`src/sv/fds_pkg.sv`:
```
// ---------------------------------------------------------------------------
// fds_pkg
// Shared types and constants for the FAT16 directory entry scanner.
// ---------------------------------------------------------------------------
package fds_pkg;

    localparam int NAME_LEN        = 11;
    localparam int BASE_LEN        = 8;
    localparam int QUEUE_DEPTH_DEF = 2;

    localparam logic [7:0]  ATTR_LONG    = 8'h0F;
    localparam logic [7:0]  MARK_DELETED = 8'hE5;
    localparam logic [7:0]  MARK_END     = 8'h00;
    localparam logic [7:0]  CHAR_SPACE   = 8'h20;
    localparam logic [7:0]  CHAR_DOT     = 8'h2E;
    localparam logic [7:0]  CHAR_NUL     = 8'h00;
    localparam logic [15:0] END_CLUSTER  = 16'hFFFF;
    localparam logic [15:0] COUNT_MAX    = 16'hFFFF;

    localparam logic STATUS_CHAR = 1'b0;
    localparam logic STATUS_END  = 1'b1;

    typedef logic [NAME_LEN-1:0][7:0] name_chars_t;

    // One directory entry request.
    typedef struct packed {
        logic        start_scan;
        logic [7:0]  wanted_index;
        logic [63:0] name_bytes;
        logic [23:0] ext_bytes;
        logic [7:0]  entry_attributes;
        logic [15:0] entry_first_cluster;
        logic [31:0] entry_size;
    } scan_in_t;

    // One result item.
    typedef struct packed {
        logic        status;
        logic [7:0]  name_char;
        logic [7:0]  found_attributes;
        logic [31:0] found_size;
        logic [15:0] found_cluster;
        logic        last;
    } scan_out_t;

    // Work handed from the classifier to the name emitter.
    typedef struct packed {
        logic        is_end;
        name_chars_t chars;
        logic [7:0]  attributes;
        logic [31:0] size;
        logic [15:0] cluster;
    } job_t;

endpackage

```
`src/sv/fat_dir_entry_scanner_unit.sv`:
```
// ---------------------------------------------------------------------------
// fat_dir_entry_scanner_unit
// FAT16 directory scanner: finds the Nth valid short entry and streams its
// formatted 8.3 name, or reports end of directory.
// ---------------------------------------------------------------------------
//
//  channel  signals                            payload     role
//  -------  ---------------------------------  ----------  --------------------
//  entry    entry_valid/entry_ready/entry_data scan_in_t   one directory entry
//  result   result_valid/result_ready/...data  scan_out_t  one name character
//
//  Skipped, counted or ignored entries push no job; a new entry is taken
//  every cycle while the job queue has room. A matched entry is loaded
//  into the emitter, which gives a result per non-space name byte, a dot
//  if extension byte 0 is not a space, and a NUL terminator, one per cycle
//  unless result_ready stalls it; an end-of-directory entry gives one end
//  result. Reset clears the entry counter, done flag, queue and output
//  valid flag. Stalls: result_ready low holds the output register and the
//  emitter; entries keep flowing until the queue (QUEUE_DEPTH jobs) fills.
// ---------------------------------------------------------------------------
module fat_dir_entry_scanner_unit #(
    parameter int QUEUE_DEPTH = fds_pkg::QUEUE_DEPTH_DEF
) (
    input  logic               clk,
    input  logic               rst_n,
    input  logic               entry_valid,
    output logic               entry_ready,
    input  fds_pkg::scan_in_t  entry_data,
    output logic               result_valid,
    input  logic               result_ready,
    output fds_pkg::scan_out_t result_data
);
    import fds_pkg::*;

    logic  accept;
    logic  push;
    job_t  push_job;
    logic  full;
    logic  pop;
    logic  head_valid;
    job_t  head_job;

    // Accept whenever the queue is not full; skipped entries also wait while
    // it is full.
    assign entry_ready = !full;
    assign accept      = entry_valid && entry_ready;

    // Classify entries and hold the search state.
    fds_front u_front (
        .clk      (clk),
        .rst_n    (rst_n),
        .accept   (accept),
        .entry    (entry_data),
        .push     (push),
        .push_job (push_job)
    );

    // Decouple classification from name emission.
    fds_queue #(
        .DEPTH (QUEUE_DEPTH)
    ) u_queue (
        .clk        (clk),
        .rst_n      (rst_n),
        .push       (push),
        .push_job   (push_job),
        .full       (full),
        .pop        (pop),
        .head_valid (head_valid),
        .head_job   (head_job)
    );

    // Stream the name run through the output register.
    fds_back u_back (
        .clk          (clk),
        .rst_n        (rst_n),
        .job_valid    (head_valid),
        .job          (head_job),
        .pop          (pop),
        .result_valid (result_valid),
        .result_ready (result_ready),
        .result_data  (result_data)
    );

endmodule

```
`src/sv/fds_front.sv`:
```
// ---------------------------------------------------------------------------
// fds_front
// Classify entries: skip, count, match, end of directory or ignore once done.
// ---------------------------------------------------------------------------
module fds_front (
    input  logic             clk,
    input  logic             rst_n,
    input  logic             accept,
    input  fds_pkg::scan_in_t entry,
    output logic             push,
    output fds_pkg::job_t    push_job
);
    import fds_pkg::*;

    logic [15:0] count_reg;
    logic [15:0] count_next;
    logic        done_reg;
    logic        done_next;

    logic [15:0] count_eff;
    logic        done_eff;
    logic [7:0]  first_byte;
    logic        is_end;
    logic        is_skip;
    logic        is_match;

    always_comb
    begin
        count_eff  = entry.start_scan ? 16'd0 : count_reg;
        done_eff   = entry.start_scan ? 1'b0 : done_reg;
        first_byte = entry.name_bytes[7:0];
        is_end     = (first_byte == MARK_END);
        is_skip    = (entry.entry_attributes == ATTR_LONG) || (first_byte == MARK_DELETED);
        is_match   = (count_eff == {8'd0, entry.wanted_index});

        count_next = count_reg;
        done_next  = done_reg;
        push       = 1'b0;

        if (accept)
        begin
            count_next = count_eff;
            done_next  = done_eff;
            if (!done_eff)
            begin
                if (is_end)
                begin
                    push      = 1'b1;
                    done_next = 1'b1;
                end
                else if (!is_skip)
                begin
                    if (is_match)
                    begin
                        push      = 1'b1;
                        done_next = 1'b1;
                    end
                    else if (count_eff != COUNT_MAX)
                    begin
                        count_next = count_eff + 16'd1;
                    end
                end
            end
        end

        // End of directory carries fixed fields; a match carries the entry.
        push_job.is_end     = is_end;
        push_job.chars      = {entry.ext_bytes, entry.name_bytes};
        push_job.attributes = is_end ? 8'd0 : entry.entry_attributes;
        push_job.size       = is_end ? 32'd0 : entry.entry_size;
        push_job.cluster    = is_end ? END_CLUSTER : entry.entry_first_cluster;
    end

    always_ff @(posedge clk or negedge rst_n)
    begin
        if (!rst_n)
        begin
            count_reg <= 16'd0;
            done_reg  <= 1'b0;
        end
        else
        begin
            count_reg <= count_next;
            done_reg  <= done_next;
        end
    end

endmodule

```
`src/sv/fds_queue.sv`:
```
// ---------------------------------------------------------------------------
// fds_queue
// Short job queue between classifier and name emitter.
// ---------------------------------------------------------------------------
module fds_queue #(
    parameter int DEPTH = fds_pkg::QUEUE_DEPTH_DEF
) (
    input  logic          clk,
    input  logic          rst_n,
    input  logic          push,
    input  fds_pkg::job_t push_job,
    output logic          full,
    input  logic          pop,
    output logic          head_valid,
    output fds_pkg::job_t head_job
);
    import fds_pkg::*;

    localparam int PTR_W = (DEPTH > 1) ? $clog2(DEPTH) : 1;
    localparam int CNT_W = $clog2(DEPTH + 1);
    localparam logic [PTR_W-1:0] PTR_LAST = PTR_W'(DEPTH - 1);
    localparam logic [CNT_W-1:0] CNT_FULL = CNT_W'(DEPTH);

    job_t             mem [DEPTH];
    logic [PTR_W-1:0] wr_ptr_reg;
    logic [PTR_W-1:0] wr_ptr_next;
    logic [PTR_W-1:0] rd_ptr_reg;
    logic [PTR_W-1:0] rd_ptr_next;
    logic [CNT_W-1:0] count_reg;
    logic [CNT_W-1:0] count_next;

    always_comb
    begin
        full       = (count_reg == CNT_FULL);
        head_valid = (count_reg != '0);
        head_job   = mem[rd_ptr_reg];

        wr_ptr_next = wr_ptr_reg;
        rd_ptr_next = rd_ptr_reg;
        count_next  = count_reg;
        if (push)
        begin
            wr_ptr_next = (wr_ptr_reg == PTR_LAST) ? '0 : wr_ptr_reg + 1'b1;
        end
        if (pop)
        begin
            rd_ptr_next = (rd_ptr_reg == PTR_LAST) ? '0 : rd_ptr_reg + 1'b1;
        end
        if (push && !pop)
        begin
            count_next = count_reg + 1'b1;
        end
        else if (pop && !push)
        begin
            count_next = count_reg - 1'b1;
        end
    end

    always_ff @(posedge clk)
    begin
        if (push)
        begin
            mem[wr_ptr_reg] <= push_job;
        end
    end

    always_ff @(posedge clk or negedge rst_n)
    begin
        if (!rst_n)
        begin
            wr_ptr_reg <= '0;
            rd_ptr_reg <= '0;
            count_reg  <= '0;
        end
        else
        begin
            wr_ptr_reg <= wr_ptr_next;
            rd_ptr_reg <= rd_ptr_next;
            count_reg  <= count_next;
        end
    end

    a_no_overflow : assert property (@(posedge clk) disable iff (!rst_n)
        push |-> !full)
        else $error("queue push while full");

    a_no_underflow : assert property (@(posedge clk) disable iff (!rst_n)
        pop |-> head_valid)
        else $error("queue pop while empty");

    a_count_range : assert property (@(posedge clk) disable iff (!rst_n)
        count_reg <= CNT_FULL)
        else $error("queue count out of range");

endmodule

```
`src/sv/fds_back.sv`:
```
// ---------------------------------------------------------------------------
// fds_back
// Emit a formatted name or end marker, one character per cycle unless stalled.
// ---------------------------------------------------------------------------
module fds_back (
    input  logic               clk,
    input  logic               rst_n,
    input  logic               job_valid,
    input  fds_pkg::job_t      job,
    output logic               pop,
    output logic               result_valid,
    input  logic               result_ready,
    output fds_pkg::scan_out_t result_data
);
    import fds_pkg::*;

    localparam int IDX_W = $clog2(NAME_LEN);
    localparam logic [IDX_W-1:0] EXT_FIRST = IDX_W'(BASE_LEN);

    logic                busy_reg;
    logic                busy_next;
    logic                is_end_reg;
    logic                is_end_next;
    name_chars_t         chars_reg;
    name_chars_t         chars_next;
    logic [7:0]          attr_reg;
    logic [7:0]          attr_next;
    logic [31:0]         size_reg;
    logic [31:0]         size_next;
    logic [15:0]         clus_reg;
    logic [15:0]         clus_next;
    logic [NAME_LEN-1:0] rem_reg;
    logic [NAME_LEN-1:0] rem_next;
    logic                dot_reg;
    logic                dot_next;
    logic                out_valid_reg;
    logic                out_valid_next;
    scan_out_t           out_reg;
    scan_out_t           out_next;

    logic                advance;
    logic [IDX_W-1:0]    idx;
    logic [NAME_LEN-1:0] nonspace;

    always_comb
    begin
        for (int i = 0; i < NAME_LEN; i++)
        begin
            nonspace[i] = (job.chars[i] != CHAR_SPACE);
        end
        // Lowest remaining character position.
        idx = '0;
        for (int i = NAME_LEN - 1; i >= 0; i--)
        begin
            if (rem_reg[i])
            begin
                idx = IDX_W'(i);
            end
        end
    end

    always_comb
    begin
        advance = !out_valid_reg || result_ready;
        pop     = !busy_reg && job_valid;

        busy_next      = busy_reg;
        is_end_next    = is_end_reg;
        chars_next     = chars_reg;
        attr_next      = attr_reg;
        size_next      = size_reg;
        clus_next      = clus_reg;
        rem_next       = rem_reg;
        dot_next       = dot_reg;
        out_valid_next = out_valid_reg;
        out_next       = out_reg;

        if (advance)
        begin
            out_valid_next = 1'b0;
        end

        if (pop)
        begin
            busy_next   = 1'b1;
            is_end_next = job.is_end;
            chars_next  = job.chars;
            attr_next   = job.attributes;
            size_next   = job.size;
            clus_next   = job.cluster;
            rem_next    = job.is_end ? '0 : nonspace;
            dot_next    = !job.is_end && nonspace[BASE_LEN];
        end
        else if (busy_reg && advance)
        begin
            out_valid_next            = 1'b1;
            out_next.status           = is_end_reg ? STATUS_END : STATUS_CHAR;
            out_next.found_attributes = attr_reg;
            out_next.found_size       = size_reg;
            out_next.found_cluster    = clus_reg;
            out_next.last             = 1'b0;
            if (rem_reg == '0)
            begin
                // Terminator closes the run.
                out_next.name_char = CHAR_NUL;
                out_next.last      = 1'b1;
                busy_next          = 1'b0;
            end
            else if (idx == EXT_FIRST && dot_reg)
            begin
                out_next.name_char = CHAR_DOT;
                dot_next           = 1'b0;
            end
            else
            begin
                out_next.name_char = chars_reg[idx];
                rem_next[idx]      = 1'b0;
            end
        end
    end

    always_ff @(posedge clk)
    begin
        is_end_reg <= is_end_next;
        chars_reg  <= chars_next;
        attr_reg   <= attr_next;
        size_reg   <= size_next;
        clus_reg   <= clus_next;
        out_reg    <= out_next;
    end

    always_ff @(posedge clk or negedge rst_n)
    begin
        if (!rst_n)
        begin
            busy_reg      <= 1'b0;
            rem_reg       <= '0;
            dot_reg       <= 1'b0;
            out_valid_reg <= 1'b0;
        end
        else
        begin
            busy_reg      <= busy_next;
            rem_reg       <= rem_next;
            dot_reg       <= dot_next;
            out_valid_reg <= out_valid_next;
        end
    end

    assign result_valid = out_valid_reg;
    assign result_data  = out_reg;

    a_end_is_last : assert property (@(posedge clk) disable iff (!rst_n)
        (result_valid && result_data.status == STATUS_END) |->
            (result_data.last && result_data.name_char == CHAR_NUL))
        else $error("end-of-directory result not a lone terminator");

    a_dot_before_ext : assert property (@(posedge clk) disable iff (!rst_n)
        (busy_reg && dot_reg) |-> rem_reg[BASE_LEN])
        else $error("dot pending without extension character");

    a_load_when_idle : assert property (@(posedge clk) disable iff (!rst_n)
        pop |=> busy_reg)
        else $error("job load did not start a run");

endmodule

```
`config.mk`:
```
export PLATFORM = sky130hd
export DESIGN_NAME = fat_dir_entry_scanner_unit
export DESIGN_NICKNAME = d
export VERILOG_FILES = /design/src/sv/fds_pkg.sv /design/src/sv/fat_dir_entry_scanner_unit.sv /design/src/sv/fds_front.sv /design/src/sv/fds_queue.sv /design/src/sv/fds_back.sv
export SDC_FILE = /design/constraint.sdc
export NUM_CORES = 1
export LEC_CHECK = 0
export ABC_AREA = 1
export BUFFER_PORTS_ARGS = -buffer_cell sky130_fd_sc_hd__buf_2
export CORE_MARGIN = 2
export CORE_UTILIZATION = 40
export CTS_BUF_LIST = sky130_fd_sc_hd__clkbuf_16
export DETAILED_ROUTE_END_ITERATION = 10
export RECOVER_POWER = 25
export SLEW_MARGIN = 20
export SYNTH_ARGS = -nofsm -noshare
export SYNTH_HDL_FRONTEND = slang
export SYNTH_HIERARCHICAL = 1
export SYNTH_SLANG_ARGS = --single-unit
export TNS_END_PERCENT = 30
```
`constraint.sdc`:
```
create_clock -name clk -period 10.45 [get_ports clk]
set_input_delay 1.045 -clock clk [delete_from_list [all_inputs] [get_ports clk]]
set_output_delay 1.045 -clock clk [all_outputs]
set_load 0.01 [all_outputs]
```
Yosys cells after proc, flatten, opt, wreduce, memory -nomap -nowiden

Memories as Yosys holds them, arrays and structs flattened.
Cells that the tools add are included.

Add/subtract/negate cells: 5
Magnitude comparators: 2
Equal/unequal tests: 19
Mux-type cells: 55
Bitwise gates (word level): 3
Reductions and logical operators: 28

Operator list:

| kind                  | count |
|---|---|
| $mux 16               | 7 |
| $ne 8x6->1 const B    | 11 |
| $mux 11               | 5 |
| $mux 4                | 11 |
| $bmux 8 s4            | 1 |
| $mux 32               | 1 |
| $mux 1                | 24 |
| $add 16x1->16 const B | 1 |
| $eq 16x8->1           | 1 |
| $mux 8                | 2 |
| $ne 16x16->1 const B  | 1 |
| $and 11x11->11        | 1 |
| $logic_not 11->1      | 1 |
| $not 11->11           | 1 |
| $reduce_bool 2->1     | 5 |
| $eq 8x4->1 const B    | 1 |
| $eq 8x8->1 const B    | 1 |
| $logic_and 1x1->1     | 8 |
| $logic_not 8->1       | 1 |
| $logic_not 1->1       | 6 |
| $mux 6                | 1 |
| $reduce_and 3->1      | 2 |
| $lt 4x5->1 const B    | 1 |
| $demux 1 s4           | 1 |
| 12 further kinds      | 17 |

Register bits: 246
Bits in writable memories: 290
Input bits: 157
Output and inout port bits: 68
Word-level logic and storage cells: 144
Memories: 1

Memories:

| memory      | words | width | read ports | clocked after memory_dff | wr ports | RTL line        | RTL |
|---|---|---|---|---|---|---|---|
| u_queue.mem | 2     | 145   | 1          | 0                        | 1        | fds_queue.sv:24 | `job_t mem [DEPTH];` |

Depth between registers and ports, before layout

Gate-level depths: netlist (run 1).

Depth after elaboration: 21
Gate-level depth with buffers: 18
Gate-level depth less buffers: 17

Modules after synthesis

The synthesis (run 1) kept the hierarchy.

Modules (own cells, without submodules):

| module                     | times used | cells an instance | area an instance (um^2) | seq. area each (um^2) |
|---|---|---|---|---|
| fds_queue                  | 1          | 476               | 10752.8                 | 8808.4 |
| fds_back                   | 1          | 603               | 8371.8                  | 6686.4 |
| fds_front                  | 1          | 479               | 2808.9                  | 425.4 |
| fat_dir_entry_scanner_unit | 1          | 3                 | 13.8                    | 0.0 |

Worst setup path after synthesis (run 1)

Ideal clock, no wire load.

Path type: input to register
Start: input entry_data[152] in the netlist's numbering
End: memory u_queue/mem[0][0] in the netlist's numbering (enable)
Library setup time: 0.651 ns
Arrival time: 8.206 ns
Required time: 9.799 ns
Slack: 1.593 ns
Cell stages on the path: 12
Path buffers: 1
Path through: inv_2 > buf_8 > nand2_1 > nand2_1 > nand3_1 > nor2_2 > nand3_4 > o21ai_1 > nand2_1 > nor2_1 > inv_1 > nor2_1

Word-level cells in the longest chain between the ends: 9
Elaborated cells between the ends (all ways): 10
Classes of those cells: 1 x eq/ne; 9 x mux

RTL lines:

| item                             | RTL line                         | RTL |
|---|---|---|
| start: declaration               | fat_dir_entry_scanner_unit.sv:28 | `input fds_pkg::scan_in_t entry_data,` |
| $mux 16                          | fds_front.sv:29                  | `count_eff = entry.start_scan ? 16'd0 : count_reg;` |
| $eq 16x8->1                      | fds_front.sv:34                  | `is_match = (count_eff == {8'd0, entry.wanted_index});` |
| $mux 1                           | fds_front.sv:53                  | `if (is_match)` |
| $mux 1                           | fds_front.sv:51                  | `else if (!is_skip)` |
| $mux 1                           | fds_front.sv:46                  | `if (is_end)` |
| $mux 1 (*)                       | fds_front.sv:44                  | `if (!done_eff)` |
| $mux 1 (*)                       | fds_front.sv:40                  | `if (accept)` |
| via push                         | fat_dir_entry_scanner_unit.sv:36 | `logic push;` |
| $mux 1 (*)                       | fds_queue.sv:61                  | `if (push)` |
| $mux 1 (not written as such) (*) | fds_queue.sv:63                  | `mem[wr_ptr_reg] <= push_job;` |
| end: declaration                 | fds_queue.sv:24                  |  |

The timed path passes the listed nets; every way through them passes the cells marked *.

Worst setup path after layout (run 1)

Start: input entry_data[152] in the netlist's numbering
End: memory u_queue/mem[1][116] in the netlist's numbering (enable)

Same word-level chain as after synthesis.

==> summary.md, run 1 <==
| Metric | Value |
|---|---|
| Outcome | `complete, but fails checks` |
| Failing checks | `max-capacitance violations, max-slew violations` |
| # rows | `85` |
| Cells after synthesis | `1,561` |
| Synth Area in Compound Gates | `0.536%` |
| Tmin final | `4.42 ns` |
| Hold WC Path Type | `flip-flop to flip-flop` |
| Post-Layout Cell Count | `2,453` |
| Synth Area in XOR/XNOR | `0.200%` |
| Post-synth EDFFs | `501` |
| 1st-iter DRT viols | `1,036` |
| Crit path required time | `10.66 ns` |
| Top_reg_cell synth | `edfxtp_1` |
| CTS tree | `done` |
| Unrepaired setup endpoints after global routing | `false` |
| Slew Limit Fails | `80` |
| Worst path buffer plus inverter count | `5` |
| Max reg flops | `290` |
| TritonCTS Buffers | `55` |
| CTS Sinks | `536` |
| Initial antenna violation count | `6` |
| Global route overflow | `0` |
| Hold buffers post-CTS | `0` |
| Post-CTS sizing | `0` |
| Peak VDD IR | `0.139 mV` |
| Static Leak | `9.18 nW` |
| Cell area after placement | `23,000 µm²` |
| I/O pins | `225` |
| Clock skew | `0.0207 ns` |
| Top cell type by total area after synthesis | `edfxtp_1` |
| Cell Area, Synth | `21,900 µm²` |
| Setup crit end kind | `flip-flop` |
| Synth Area per Inst | `14.1 µm²` |
| Clock Latency Late Sink | `0.60 ns` |
| Largest net degree at the start of global routing | `92` |
| Clock transition at path regs | `0.06 ns` |
| Max Cap Violations | `2` |
| Final Instance Area | `24,600 µm²` |
| Worst Setup Slack, final | `6.03 ns` |
| Yosys Warn Count | `6` |
| Slowest Stage Delay on Critical Path | `0.75 ns` |
| Finished Core Util | `45.6%` |
| Critical Path Slowest Stage Cell | `buf_4` |
| Max Fclk | `226 MHz` |
| Arrival @ worst endpoint | `4.64 ns` |
| Routability Congestion | `0.891` |
| Multi-input logic area | `4390 µm²` |
| Synthesized Nets | `1,719` |
| Synth area leaders | `edfxtp_1, mux2_2, nand2_1` |
| Hold slack final | `0.407 ns` |
| Count of nets after finishing | `1,876` |
| Relative slew slack | `-41.7%` |
| # Post-CTS Setup Buffers | `0` |
| Share of flip-flops with an asynchronous set or reset | `6.53%` |
| Initial core utilization | `40.6%` |
| WL per Instance | `18.9 µm` |
| ANT nets after route | `0` |
| PD cells | `262 nW/µm²` |
| Clock root cell | `clkbuf_16` |
| Worst path most repeated cell | `nand2_1` |
| Die X-Extent | `238 µm` |
| Worst-Margin Slew | `2.13 ns` |
| Fin crit share | `42.3%` |
| Vias in the first global route | `12,300` |
| Largest family of logic cells by synthesized area | `simple AND/OR/NAND/NOR gates` |
| Routed vias/inst | `4.90` |
| Tot GR Track Use | `16.2%` |
| Die area | `56,800 µm²` |
| Simple-Gate Fraction of Synth Area | `11.7%` |
| Endpoints failing setup | `0` |
| H-tree levels | `2` |
| Storage cell area | `15,900 µm²` |
| Final HPWL DP | `30,200 µm` |
| DRC | `0` |
| Crit Path Category | `primary input to flip-flop` |
| Power, Total | `6.45 mW` |
| Adder-Cell Fraction of Synth Area | `0.0570%` |
| Inst Count DP | `2,356` |
| Library cells used by synthesis | `41` |
| DR pass1 iterations | `5` |
| Fin. Hold Viols | `0` |
| Routed wire length | `46,300 µm` |
| Mux cell area share after synthesis | `7.44%` |
| Area share of the largest cell type after synthesis | `68.5%` |
| Setup_tns | `0 ns` |
| Pre-CTS setup slack | `5.42 ns` |
| CP Cell Sequence | `buf_2, inv_2, nand2_1, nand2_1, nand2_1, inv_1, nand2_1, nor2_4, nand3_4, o21ai_1, nand2_1, nor2_1, nand2_1, inv_6, buf_4` |
| CORE AREA | `54,000 µm²` |
| Startpoint types | `primary input` |
| Die height | `238 µm` |
| I/O Buffers | `224` |
| First-pass GRT wire length | `70,500 µm` |
| Layout cells sized above 1 | `24.9%` |
| Vias | `12,000` |
| Cell family with most CP delay | `buffers and inverters` |
| P&R area growth vs syn | `12.2%` |
| Bufs on Longest Clock Path | `3` |
| Yosys reg bits | `536` |
| Crit Path Max Fanout | `91` |
| Sequential share of the synthesized area | `72.5%` |
| Fillers | `4,838` |
-- power by group --
group | switching, mW | internal [mW] | leakage, nW | total, mW
combinational | 1.16 | 0.577 | 3.27 | 1.74
sequential | 0.125 | 2.71 | 5.03 | 2.84
clock | 0.778 | 1.10 | 0.884 | 1.87
-- synth_stat cells (11+ instances only) --
library cell / n
or2_2: 16
dfrtp_1: 35
edfxtp_1: 501
inv_1: 150
nor4_1: 23
buf_4: 93
nor2_2: 15
nand4_1: 30
nand2_1: 262
nand3_1: 92
mux2_2: 145
buf_6: 11
nor2_1: 100
-- path summary, 6_finish.rpt --
| check | cells after the start | start | to | slack [ns] |
|---|---|---|---|---|
| max reg2reg | 13 | u_front/count_reg[5] | u_queue/mem[1][116] | 6.64 |
| min | 0 | u_back/size_reg[25] | u_back/result_data[42] | 0.41 |
| max | 15 | entry_data[152] | u_queue/mem[1][116] | 6.03 |
| min reg2reg | 0 | u_back/size_reg[25] | u_back/result_data[42] | 0.41 |
| max in group asynchronous | 1 | rst_n | u_back/dot_reg | 8.16 |
| min in group asynchronous | 1 | rst_n | u_front/count_reg[1] | 1.06 |
-- worst reg2reg max path, cell delays in order (launching register included) --
cell,delay [ns]
dfrtp_1,0.45
nand2_1,0.12
nand2_1,0.13
nand2_1,0.06
inv_1,0.05
nand2_1,0.07
nor2_4,0.10
nand3_4,0.20
o21ai_1,0.20
nand2_1,0.08
nor2_1,0.26
nand2_1,0.17
inv_6,0.68
buf_4,0.84
-- cells by family (layout without fill, tap and decap cells) --
kind of cell	after synthesis	after routing
AND/OR/NAND/NOR	564	564
flip-flops	536	536
buffers and inverters	292	487
multiplexers	145	145
AO/OA/AOI/OAI	18	18
XOR/XNOR	5	5
adder cells (fa/ha/maj)	1	1
other	0	1
-- metal layers --
layer / global-route usage (%) / routed length, µm / vias to the layer above
li1: - / - / 5673
met1: 21.8 / 20300 / 5899
met2: 26.5 / 22200 / 347
met3: 3.56 / 2670 / 84
met4: 4.96 / 1050 / 10
met5: 0 / 66 / -
-- layout make-up --
type / count / share of cell area [%]
flip-flops and latches: 536 / 64.6
well taps: 696 / 3.54
clock inverters: 38 / 1.18
inverters: 158 / 2.46
repair buffers: 234 / 4.56
multi-input cells: 733 / 17.8
diodes: 1 / 0.0102
clock buffers: 57 / 5.79
-- cells in the final DEF (no fill, tap or decap), types with 8 or more instances in the layout --
| master | Yosys | layout |
|---|---|---|
| clkbuf_16 | 0 | 57 |
| or2_2 | 16 | 16 |
| clkinv_1 | 2 | 15 |
| nor2_2 | 15 | 15 |
| mux2_2 | 145 | 141 |
| buf_2 | 7 | 156 |
| nand2_1 | 262 | 262 |
| nor4_1 | 23 | 23 |
| nand2_2 | 8 | 8 |
| edfxtp_1 | 501 | 501 |
| buf_4 | 93 | 9 |
| clkbuf_1 | 10 | 68 |
| nand4_1 | 30 | 30 |
| inv_1 | 150 | 159 |
| nand3_1 | 92 | 92 |
| nor2_1 | 100 | 98 |
| dfrtp_1 | 35 | 35 |
Note: power is estimated with default switching activity, not from simulation.
==> inputs of run 2 (changes only) <==
==> constraint.sdc (replaced) <==
create_clock -name clk -period 4.1 [get_ports clk]
set_input_delay 0.41 -clock clk [delete_from_list [all_inputs] [get_ports clk]]
set_output_delay 0.41 -clock clk [all_outputs]
set_load 0.01 [all_outputs]
==> summary.md, run 2 (synthesis results as in run 1) <==
| Metric | Value |
|---|---|
| Outcome | `complete, but fails checks` |
| Failing checks | `max-capacitance violations, max-slew violations` |
| Vias | `12,200 (+1.9%)` |
| Static Leak | `9.52 nW (+3.8%)` |
| Endpoints failing setup | `0 (unchanged)` |
| I/O Buffers | `224 (unchanged)` |
| Bufs on Longest Clock Path | `3 (unchanged)` |
| Flop2flop setup slack | `1.15 ns (-5.49 ns)` |
| Hold WC Path Type | `primary input to flip-flop` |
| Global route overflow | `0 (unchanged)` |
| Vias in the first global route | `12,400 (+0.67%)` |
| CTS tree | `done` |
| Top sig layer | `met4` |
| Initial core utilization | `40.6% (unchanged)` |
| CTS Sinks | `536 (unchanged)` |
| Crit Reg-Reg Startpoint | `u_back/rem_reg[8]` |
| Routed vias/inst | `4.82 (-1.6%)` |
| H-tree levels | `2 (unchanged)` |
| Clock transition at path regs | `0.06 ns (about the same)` |
| Metal3 WL | `2180 µm (-18%)` |
| Cell area after placement | `23,100 µm² (+0.53%)` |
| Setup crit end kind | `flip-flop` |
| Crit Path Category | `flip-flop to flip-flop` |
| Layout cells sized above 1 | `24.0% (-0.86 points)` |
| Final HPWL DP | `30,200 µm (about the same)` |
| Power, Total | `16.4 mW (+150%)` |
| Post-CTS sizing | `0 (unchanged)` |
| Relative slew slack | `-82.3% (-41 points)` |
| Crit path capture | `u_back/result_data[64]` |
| # rows | `85 (unchanged)` |
| Tot GR Track Use | `16.2% (-0.047 points)` |
| Worst-Margin Slew | `2.73 ns (+0.609 ns)` |
| Pre-CTS setup slack | `0.767 ns (-4.65 ns)` |
| Die area | `56,800 µm² (unchanged)` |
| Hold slack final | `0.0816 ns (-0.326 ns)` |
| Peak VDD IR | `0.365 mV (+160%)` |
| Die X-Extent | `238 µm (unchanged)` |
| P&R area growth vs syn | `16.1%` |
| Most common cell after layout, fill and taps aside | `edfxtp_1` |
| Fin. Hold Viols | `0 (unchanged)` |
| Setup_tns | `0 ns (unchanged)` |
| Worst Setup Slack, final | `1.15 ns (-4.88 ns)` |
| Routed wire length | `46,200 µm (-0.11%)` |
| WL per Instance | `18.2 µm (-3.5%)` |
| Inst Count DP | `2,362 (+0.25%)` |
| Unrepaired setup endpoints after global routing | `false` |
| Critical R2R Capture | `u_back/result_data[64]` |
| Max Fclk | `339 MHz` |
| Clock Latency Late Sink | `0.59 ns (about the same)` |
| Clock skew | `0.0112 ns (-0.00954 ns)` |
| 1st-iter DRT viols | `1,012 (-2.3%)` |
| Final Instance Area | `25,500 µm² (+3.4%)` |
| Slew Limit Fails | `95 (+19%)` |
| Clock root cell | `clkbuf_16` |
| Tmin final | `2.95 ns` |
| PD cells | `642 nW/µm² (+150%)` |
| R2r worst-path depth | `17 (+4)` |
| Initial antenna violation count | `0 (-6)` |
| Most frequent cells in the layout | `edfxtp_1, nand2_1, inv_1, buf_2, mux2_2` |
| DRC | `0 (unchanged)` |
| Fin crit share | `72.0%` |
| Antenna cell count | `0 (-1)` |
| Crit path required time | `4.56 ns (-6.10 ns)` |
| DR pass1 iterations | `5 (unchanged)` |
| Startpoint types | `flip-flop` |
| I/O pins | `225 (unchanged)` |
| TritonCTS Buffers | `56 (+1.8%)` |
| ANT nets after route | `0 (unchanged)` |
| CORE AREA | `54,000 µm² (unchanged)` |
| WL met1 | `20,300 µm (about the same)` |
| Crit Path Max Fanout | `23 (-75%)` |
| Max Cap Violations | `2 (unchanged)` |
| Count of nets after finishing | `1,960 (+4.5%)` |
| Max reg flops | `290 (unchanged)` |
| Largest net degree at the start of global routing | `100 (+8.7%)` |
| Routability Congestion | `0.897 (+0.66%)` |
| First-pass GRT wire length | `70,600 µm (+0.11%)` |
| Finished Core Util | `47.2% (+1.6 points)` |
| Die height | `238 µm (unchanged)` |
| Post-Layout Cell Count | `2,540 (+3.5%)` |
| Arrival @ worst endpoint | `3.42 ns (-1.22 ns)` |
| DR WL met2 | `22,600 µm (+2.1%)` |
| Crit path launch | `u_back/rem_reg[8]` |
## run 2: worst max-delay path: stages (launching register included)
cell     delay (ns)
dfrtp_1        0.40
inv_1          0.08
nand2_1        0.06
nand2_1        0.06
nand2_1        0.04
nand2_1        0.05
nand2_1        0.08
nand2_2        0.10
nand2_4        0.17
nand2_2        0.17
nand2_2        0.31
nor2_2         0.74
nand2_1        0.17
nor2_1         0.14
nor2_1         0.07
nand3_1        0.09
nand2_1        0.05
inv_1          0.05
## run 2: worst min path at each step
stage                              startpoint                         end  depth (start not counted)  slack, ns
after floorplan                         rst_n  asynchronous set/reset pin                          0       0.11
after global placement     u_back/size_reg[2]      u_back/result_data[19]                          0       0.40
after detailed placement  u_back/size_reg[11]      u_back/result_data[28]                          0       0.40
after CTS                      entry_data[79]         u_queue/mem[1][143]                          1     0.0007
after global routing           entry_data[35]           u_queue/mem[0][3]                          2       0.07
final                          entry_data[79]         u_queue/mem[1][143]                          1       0.08
## run 2: what timing repair did
item,CTS,global route
buffers inserted,0,0
endpoints found under the hold margin,189,0
hold buffers,78,0
## run 2: area by class of cell
class | instances | area (µm²)
fillers | 4810 | 28500
flip-flops and latches | 536 | 15900
multi-input cells | 733 | 4390
repair buffers | 317 | 1990
clock buffers | 57 | 1430
well taps | 696 | 871
inverters | 158 | 606
clock inverters | 43 | 270
## run 2: report_power, final
group / total [mW] / switching (mW) / internal (mW)
clock: 4.69 / 2.00 / 2.69
sequential: 7.27 / 0.349 / 6.92
combinational: 4.41 / 2.87 / 1.54
## run 2: routing by layer
| layer | track usage (%) | up-vias |
|---|---|---|
| li1 | - | 5857 |
| met1 | 21.4 | 6016 |
| met2 | 27.1 | 296 |
| met3 | 2.88 | 74 |
| met4 | 5.28 | 0 |
| met5 | 0 | - |
==> inputs of run 3 (changes only) <==
==> constraint.sdc (replaced) <==
create_clock -name clk -period 2.98 [get_ports clk]
set_input_delay 0.298 -clock clk [delete_from_list [all_inputs] [get_ports clk]]
set_output_delay 0.298 -clock clk [all_outputs]
set_load 0.01 [all_outputs]
==> summary.md, run 3 (synthesis results as in run 1) <==
| Metric | Value |
|---|---|
| Multi-input logic area | `4400 µm² (+0.11%)` |
| Unrepaired setup endpoints after global routing | `false` |
| I/O pins | `225 (unchanged)` |
| PD cells | `892 nW/µm² (+39%)` |
| Arrival @ worst endpoint | `2.93 ns (-0.49 ns)` |
| Final HPWL DP | `31,000 µm (+2.5%)` |
| ANT nets after route | `0 (unchanged)` |
| CTS tree | `done` |
| Setup crit end kind | `flip-flop` |
| Flop2flop setup slack | `0.53 ns (-0.61 ns)` |
| Die area | `56,800 µm² (unchanged)` |
| Crit Path Max Fanout | `17 (-26%)` |
| Layout cells sized above 1 | `24.3% (+0.23 points)` |
| Count of nets after finishing | `1,998 (+1.9%)` |
| Routability Congestion | `0.921 (+2.6%)` |
| WL per Instance | `18.2 µm (+0.16%)` |
| Largest net degree at the start of global routing | `101 (+1.0%)` |
| Initial core utilization | `40.6% (unchanged)` |
| Slew Limit Fails | `0 (-100%)` |
| Max Fclk | `409 MHz (+21%)` |
| Crit path required time | `3.46 ns (-1.10 ns)` |
| Clock Latency Late Sink | `0.60 ns (about the same)` |
| P&R area growth vs syn | `18.7%` |
| Static Leak | `9.76 nW (+2.4%)` |
| Peak VDD IR | `0.508 mV (+39%)` |
| Fillers | `4,787 (-0.48%)` |
| Worst-Margin Slew | `0.862 ns (-1.87 ns)` |
| Fin crit share | `82.1% (+10 points)` |
| Clock skew | `0.0229 ns (+0.0117 ns)` |
| First-pass GRT wire length | `72,500 µm (+2.7%)` |
| Post-Layout Cell Count | `2,587 (+1.9%)` |
| Routed vias/inst | `4.81 (-0.16%)` |
| Bufs on Longest Clock Path | `3 (unchanged)` |
| Max reg flops | `290 (unchanged)` |
| Post-CTS sizing | `0 (unchanged)` |
| Power, Total | `23.2 mW (+42%)` |
| Clock transition at path regs | `0.06 ns (about the same)` |
| H-tree levels | `2 (unchanged)` |
| CTS Sinks | `536 (unchanged)` |
| Inst Count DP | `2,373 (+0.47%)` |
| Die X-Extent | `238 µm (unchanged)` |
| Endpoints failing setup | `0 (unchanged)` |
| Initial antenna violation count | `1 (+1)` |
| Global route overflow | `0 (unchanged)` |
| I/O Buffers | `224 (unchanged)` |
| Outcome | `finished, final reports clean` |
| Most frequent cells in the layout | `edfxtp_1, nand2_1, inv_1, mux2_2, buf_2` |
| Relative slew slack | `42.5% (+120 points)` |
| Tmin final | `2.45 ns (-0.506 ns)` |
| Clock root cell | `clkbuf_16` |
| Startpoint types | `flip-flop` |
| 1st-iter DRT viols | `902 (-11%)` |
| Fin. Hold Viols | `0 (unchanged)` |
| Storage cell area | `15,900 µm² (unchanged)` |
| CORE AREA | `54,000 µm² (unchanged)` |
| Tot GR Track Use | `16.6% (+0.39 points)` |
| Routed wire length | `47,100 µm (+2.0%)` |
| TritonCTS Buffers | `56 (unchanged)` |
| Crit Path Category | `flip-flop to flip-flop` |
| Vias | `12,500 (+1.7%)` |
| Finished Core Util | `48.2% (+1.1 points)` |
| DR pass1 iterations | `5 (unchanged)` |
| DRC | `0 (unchanged)` |
| # rows | `85 (unchanged)` |
| Most common cell after layout, fill and taps aside | `edfxtp_1` |
| Max Cap Violations | `0 (-2)` |
| Die height | `238 µm (unchanged)` |
| Vias in the first global route | `12,600 (+2.2%)` |
| Hold WC Path Type | `primary input to flip-flop` |
## run 3: changes by cell type in the layout (fill, tap and decap cells not counted), moves of 5 or more
| cell | before | now |
|---|---|---|
| buf_4 | 8 | 16 |
| clkinv_2 | 9 | 16 |
| clkbuf_1 | 76 | 84 |
| dlygate4sd3_1 | 78 | 105 |
| buf_2 | 149 | 136 |
| buf_12 | 6 | 11 |
## run 3: worst max-delay path, stage by stage, from the launching register on
cell and delay (ns):
dfrtp_1 0.39, inv_1 0.07, nand2_1 0.06, nand2_1 0.06
nand2_1 0.06, nand2_1 0.05, nand2_1 0.07, nand2_2 0.10
nand2_4 0.17, nand2_2 0.16, nand2_2 0.22, nand4_1 0.21
nand2_1 0.11, nor2_2 0.33, nand3_1 0.12, nand2_1 0.09
nand2_1 0.05
## run 3: per-stage QoR
stage | TNS [ns] | hold slack (ns) | area [µm²] | setup WS (ns)
after global placement | 0 | 0.401 | 23300 | 0.436
after floorplan | -253.43 | 0.00241 | 22000 | -0.925
after global routing | 0 | 0.0316 | 26100 | 0.187
after detailed placement | 0 | 0.405 | 23300 | 0.408
final | 0 | 0.0524 | 26100 | 0.534
after CTS | 0 | 0.0128 | 26200 | 0.543
## run 3: what timing repair did
item / 4_1_cts / 5_1_grt
hold buffers: 105 / 0
setup buffers: 0 / 0
endpoints found under the hold margin: 243 / 0
## run 3: final timing paths
kind                               startpoint                endpoint  cells past startpoint
setup / recovery            u_back/rem_reg[8]       u_back/rem_reg[2]                     16
hold / removal                 entry_data[24]      u_queue/mem[1][40]                      3
setup reg to reg            u_back/rem_reg[8]       u_back/rem_reg[2]                     16
hold reg to reg            u_back/clus_reg[9]  u_back/result_data[10]                      0
max in group asynchronous               rst_n      u_queue/rd_ptr_reg                      2
min in group asynchronous               rst_n   u_front/count_reg[14]                      2
## run 3: layer usage
layer  share of wire (%)  up-vias  global-route usage, %
li1                    -     5934                      -
met1                  43     6076                   22.2
met2                  49      362                   27.4
met3                 5.3       78                   3.09
met4                 2.5        0                   5.36
met5                   0        -                      0
## run 3: layout make-up
type	count	area share [%]
timing repair buffer	355	9.22
antenna	3	0.0288
inverter	158	2.37
tap	696	3.34
sequential	536	61.1
clock buffer	57	5.47
multi-input combinational	733	16.9
clock inverter	49	1.58
## run 3: report_power, final
group          internal (mW)  leakage (nW)  switching [mW]  total (mW)
Clock                   4.08         0.953            2.85        6.93
Sequential              9.52          5.03           0.476        9.99
Combinational           2.32          3.78            4.00        6.32
Total                   15.9          9.76            7.33        23.2
